**src/rtl/beta_digit_polynomial_phase_defines.svh**
```systemverilog
// ----------------------------------------------------------------------------
// Assertion macros
// Concurrent assertion wrappers; empty when building for synthesis.
// ----------------------------------------------------------------------------
`ifndef BETA_DIGIT_POLYNOMIAL_PHASE_DEFINES_SVH
`define BETA_DIGIT_POLYNOMIAL_PHASE_DEFINES_SVH

`ifndef SYNTHESIS
// same-cycle implication
`define BDPP_ASSERT_IMP(label, clk, rst_n, ante, cons) \
    label: assert property (@(posedge clk) disable iff (!rst_n) (ante) |-> (cons)) \
        else $error("assertion failed");
// next-cycle implication
`define BDPP_ASSERT_NXT(label, clk, rst_n, ante, cons) \
    label: assert property (@(posedge clk) disable iff (!rst_n) (ante) |=> (cons)) \
        else $error("assertion failed");
`else
`define BDPP_ASSERT_IMP(label, clk, rst_n, ante, cons)
`define BDPP_ASSERT_NXT(label, clk, rst_n, ante, cons)
`endif

`endif

```
**src/rtl/bdpp_pkg.sv**
```systemverilog
// ----------------------------------------------------------------------------
// bdpp_pkg
// Shared types and constants of the beta-digit polynomial phase block.
// ----------------------------------------------------------------------------
package bdpp_pkg;

    localparam int unsigned MAX_ROW = 4096;

    // configuration register indexes
    typedef enum logic [2:0] {
        REG_HALF_BETA   = 3'd0,
        REG_ROW_IMAG    = 3'd1,
        REG_VIEW_CENTER = 3'd2,
        REG_VIEW_WIDTH  = 3'd3,
        REG_ROW_LENGTH  = 3'd4
    } reg_index_t;

    // classified pixel, front to back
    typedef struct packed {
        logic signed [17:0] x;
        logic               in_disk;
    } item_t;

    typedef struct packed {
        logic        [12:0] row_length;
        logic signed [18:0] view_center;
        logic        [18:0] view_width;
        logic signed [17:0] row_imag;
    } front_cfg_t;

    typedef struct packed {
        logic        [16:0] half_beta;
        logic signed [17:0] row_imag;
        logic               beta_changed;
    } back_cfg_t;

    // CORDIC angles in 2^-20 turn
    function automatic logic signed [21:0] cordic_angle(input logic [3:0] k);
        logic signed [21:0] a;
        case (k)
            4'd0:    a = 22'sd131072;
            4'd1:    a = 22'sd77376;
            4'd2:    a = 22'sd40884;
            4'd3:    a = 22'sd20753;
            4'd4:    a = 22'sd10417;
            4'd5:    a = 22'sd5213;
            4'd6:    a = 22'sd2607;
            4'd7:    a = 22'sd1304;
            4'd8:    a = 22'sd652;
            4'd9:    a = 22'sd326;
            4'd10:   a = 22'sd163;
            4'd11:   a = 22'sd81;
            4'd12:   a = 22'sd41;
            4'd13:   a = 22'sd20;
            4'd14:   a = 22'sd10;
            default: a = 22'sd5;
        endcase
        return a;
    endfunction

endpackage

```
**src/rtl/bdpp_queue.sv**
```systemverilog
// ----------------------------------------------------------------------------
// bdpp_queue
// Two-entry queue of classified pixels between front and back.
// ----------------------------------------------------------------------------
module bdpp_queue (
    input  logic            clk,
    input  logic            rst_n,
    input  logic            push,
    input  bdpp_pkg::item_t push_item,
    output logic            full,
    input  logic            pop,
    output logic            empty,
    output bdpp_pkg::item_t head_item
);
    import bdpp_pkg::*;

    item_t      slot_reg [2];
    logic       wr_ptr_reg, rd_ptr_reg;
    logic [1:0] count_reg;

    assign full      = (count_reg == 2'd2);
    assign empty     = (count_reg == 2'd0);
    assign head_item = slot_reg[rd_ptr_reg];

    always_ff @(posedge clk)
    begin
        if (push)
        begin
            slot_reg[wr_ptr_reg] <= push_item;
        end
    end

    always_ff @(posedge clk or negedge rst_n)
    begin
        if (!rst_n)
        begin
            wr_ptr_reg <= 1'b0;
            rd_ptr_reg <= 1'b0;
            count_reg  <= 2'd0;
        end
        else
        begin
            if (push)
            begin
                wr_ptr_reg <= ~wr_ptr_reg;
            end
            if (pop)
            begin
                rd_ptr_reg <= ~rd_ptr_reg;
            end
            if (push && !pop)
            begin
                count_reg <= count_reg + 2'd1;
            end
            else if (pop && !push)
            begin
                count_reg <= count_reg - 2'd1;
            end
        end
    end
endmodule

```
**config.mk**
```make
export PLATFORM = sky130hd
export DESIGN_NAME = bdpp_queue
export DESIGN_NICKNAME = d
export VERILOG_FILES = /design/src/rtl/beta_digit_polynomial_phase_defines.svh /design/src/rtl/bdpp_pkg.sv /design/src/rtl/bdpp_queue.sv
export SDC_FILE = /design/constraint.sdc
export NUM_CORES = 1
export LEC_CHECK = 0
export BUFFER_PORTS_ARGS = -buffer_cell sky130_fd_sc_hd__buf_4
export CAP_MARGIN = 10
export CORE_AREA = 5 5 63 65
export DETAILED_ROUTE_END_ITERATION = 10
export DIE_AREA = 0 0 68 70
export GPL_ROUTABILITY_DRIVEN = 0
export PLACE_DENSITY = 0.8
export SLEW_MARGIN = 20
export SYNTH_ARGS = -nofsm -noshare
export SYNTH_HDL_FRONTEND = slang
export SYNTH_SLANG_ARGS = --single-unit
```
**constraint.sdc**
```tcl
create_clock -name clk -period 1.9 [get_ports clk]
set_input_delay 0.38 -clock clk [delete_from_list [all_inputs] [get_ports clk]]
set_output_delay 0.38 -clock clk [all_outputs]
set_load 0.01 [all_outputs]
```
==> out/metrics.cfg <==
[clocking]
clock_latency_ns=0.33
cts_buffer_depth=2
cts_sinks=42
cts_tree=yes
post_cts_buffers=0
numCtsBuffers=5
cts_root_buf=clkbuf_4
path_clk_slew_ns=0.10
cts.htree.levels=2

[worst_setup_path]
r2r-end=slot_reg[0][4]
cp_cell_sequence=buf_6 -> mux2_4 -> buf_4
r2r_cells=2
crit_slowest_cell=dfrtp_2
crit_fanout=10
cp.required_ns=1.52
crit_path_start=rd_ptr_reg
crit_end=head_item[2]
r2r_slack_ns=0.60
start_kind=flop
r2r_start=wr_ptr_reg
critPathKind=reg2out
crit_arrival_ns=1.42
crit_path_end_kind=output pin
slowest_delay_ns=0.44

[layout]
fillers=237
final_cell_mix=47 x buf_4, 38 x edfxtp_1, 19 x mux2_4
layout.nets=154
diodes=0
largest_reg_flops=38
final_cell_area_mm2=0.00215
fin_util=0.654
areaGrowthSynthToFinish_pct=31.1
drive_gt1_frac=0.595
final_common_cell=buf_4

[timing]
period_share=0.946
slew_headroom=0.733
worst_slew_pin_slew_ns=0.399
hold_violations=0
setup_tns_ns=0
setup_viol=0
finalCriticalPeriod_ns=1.80
fmax_mhz=557
fin_skew_ns=0.00324
maxSlewViolCount=0
rsz0062_at_grt=no

[worst_hold_path]
hold_depth=2
hold_path.class=in2reg

[global_route]
grt_max_degree=14
gr-usage-all-layers=0.117
grt_pass1_vias=884
grt-ovfl-total=0
antenna_found_initial=0
grt_pass1_wl_um=4040

[floorplan]
die_area_mm2=0.00476
rows=21
fp.coreArea_mm2=0.00328
die_w_um=68
die_y_um=70
initial_utilization=0.499
io_pins=44

[synthesis]
ys_warn_count=0
synthDistinctLibCells=12
ys_seq_elements=42
synth_fp_nets=99
seq_area_frac_synth=0.758
syn_area_mm2=0.00164
syn_avg_cell_area_um2=21.8
synth_cells=75

[detailed_routing]
vias=811
viasPerCell=4.58
routedWlPerCell_um=14.6
routed_wirelength_um=2580
drtIter0Drc=16
antenna_left=0
firstDrtPassIters=4
drc_errors=0

[power_and_ir_drop]
powerDensity_mw_per_mm2=1400
irDropWorstVdd_mv=0.634
leakage_nw=0.896
power_w=0.00301

[placed_design]
dp_hpwl_um=1980
io_buffer_count=43
dpl_cell_area_mm2=0.00204

[flow_run]
max-cap-violations=0

[status]
status=finished clean

[cell usage after synthesis (all sizes together)]
cell | number | share of area
inv | 1 | 0.0023
buf | 2 | 0.014
xnor2 | 1 | 0.0053
mux2 | 19 | 0.17
edfxtp | 38 | 0.70
and2b | 1 | 0.0053
xor2 | 4 | 0.021
and2 | 1 | 0.0038
nor2b | 1 | 0.0038
dfrtp | 4 | 0.061
ha | 1 | 0.0076
nor2 | 2 | 0.0046
[final cells by class]
class                      count  area, µm²  area share
clock buffer                   7       55.1      0.0256
clock inverter                 1       30.0      0.0140
inverter                       1       3.75     0.00175
multi-input combinational     30        373       0.174
sequential                    42       1240       0.579
tap                           46       57.6      0.0268
timing repair buffer          50        385       0.179
[cells by family after synthesis]
| group | synth area share |
|---|---|
| muxes | 0.174 |
| adders and majority gates | 0.00764 |
| DFF | 0.758 |
| and+or+nand+nor | 0.0176 |
| xor gates and xnor gates | 0.0267 |
| buffers and inverters | 0.0160 |
[worst min path at each step]
stage,start,to,slack [ns]
after global placement,rst_n,count_reg[1],0.18
after detailed placement,rst_n,count_reg[1],0.18
final,pop,rd_ptr_reg,0.22
after global routing,push_item[9],slot_reg[0][9],0.18
after CTS,pop,rd_ptr_reg,0.19
after floorplan,rst_n,count_reg[0],0.08
[where the power goes]
group          internal, W  total [W]  switching, W
Combinational     0.000657    0.00111      0.000451
Sequential         0.00124    0.00133     0.0000907
Clock             0.000314   0.000572      0.000258
[through the flow]
| step | std cells | hold slack (ns) | setup slack [ns] |
|---|---|---|---|
| finish | 177 | 0.216 | 0.103 |
| CTS | 177 | 0.192 | 0.0404 |
| global placement | 168 | 0.179 | 0.413 |
| global route | 177 | 0.176 | 0.0147 |
| floorplan | 75 | 0.0844 | 0.231 |
| detailed placement | 168 | 0.181 | 0.373 |
[critical path, delay by kind of cell (launching register included)]
| kind | cells | cell delay, ns |
|---|---|---|
| DFF | 1 | 0.44 |
| buffers and inverters | 2 | 0.33 |
| muxes | 1 | 0.32 |
[layer usage]
metal,GRT usage,vias up,share of wire
li1,-,392,-
met1,0.143,380,0.41
met2,0.180,35,0.48
met3,0.0513,4,0.099
met4,0.0464,0,0.013
met5,0,-,0
[timing repair]
action                                  in CTS  in global routing
hold buffers                                 1                  0
endpoints found under the hold margin        4                  0
resized for setup                            2                  1
endpoints found under the setup margin      10                  3
Note: power is estimated with default switching activity, not from simulation.
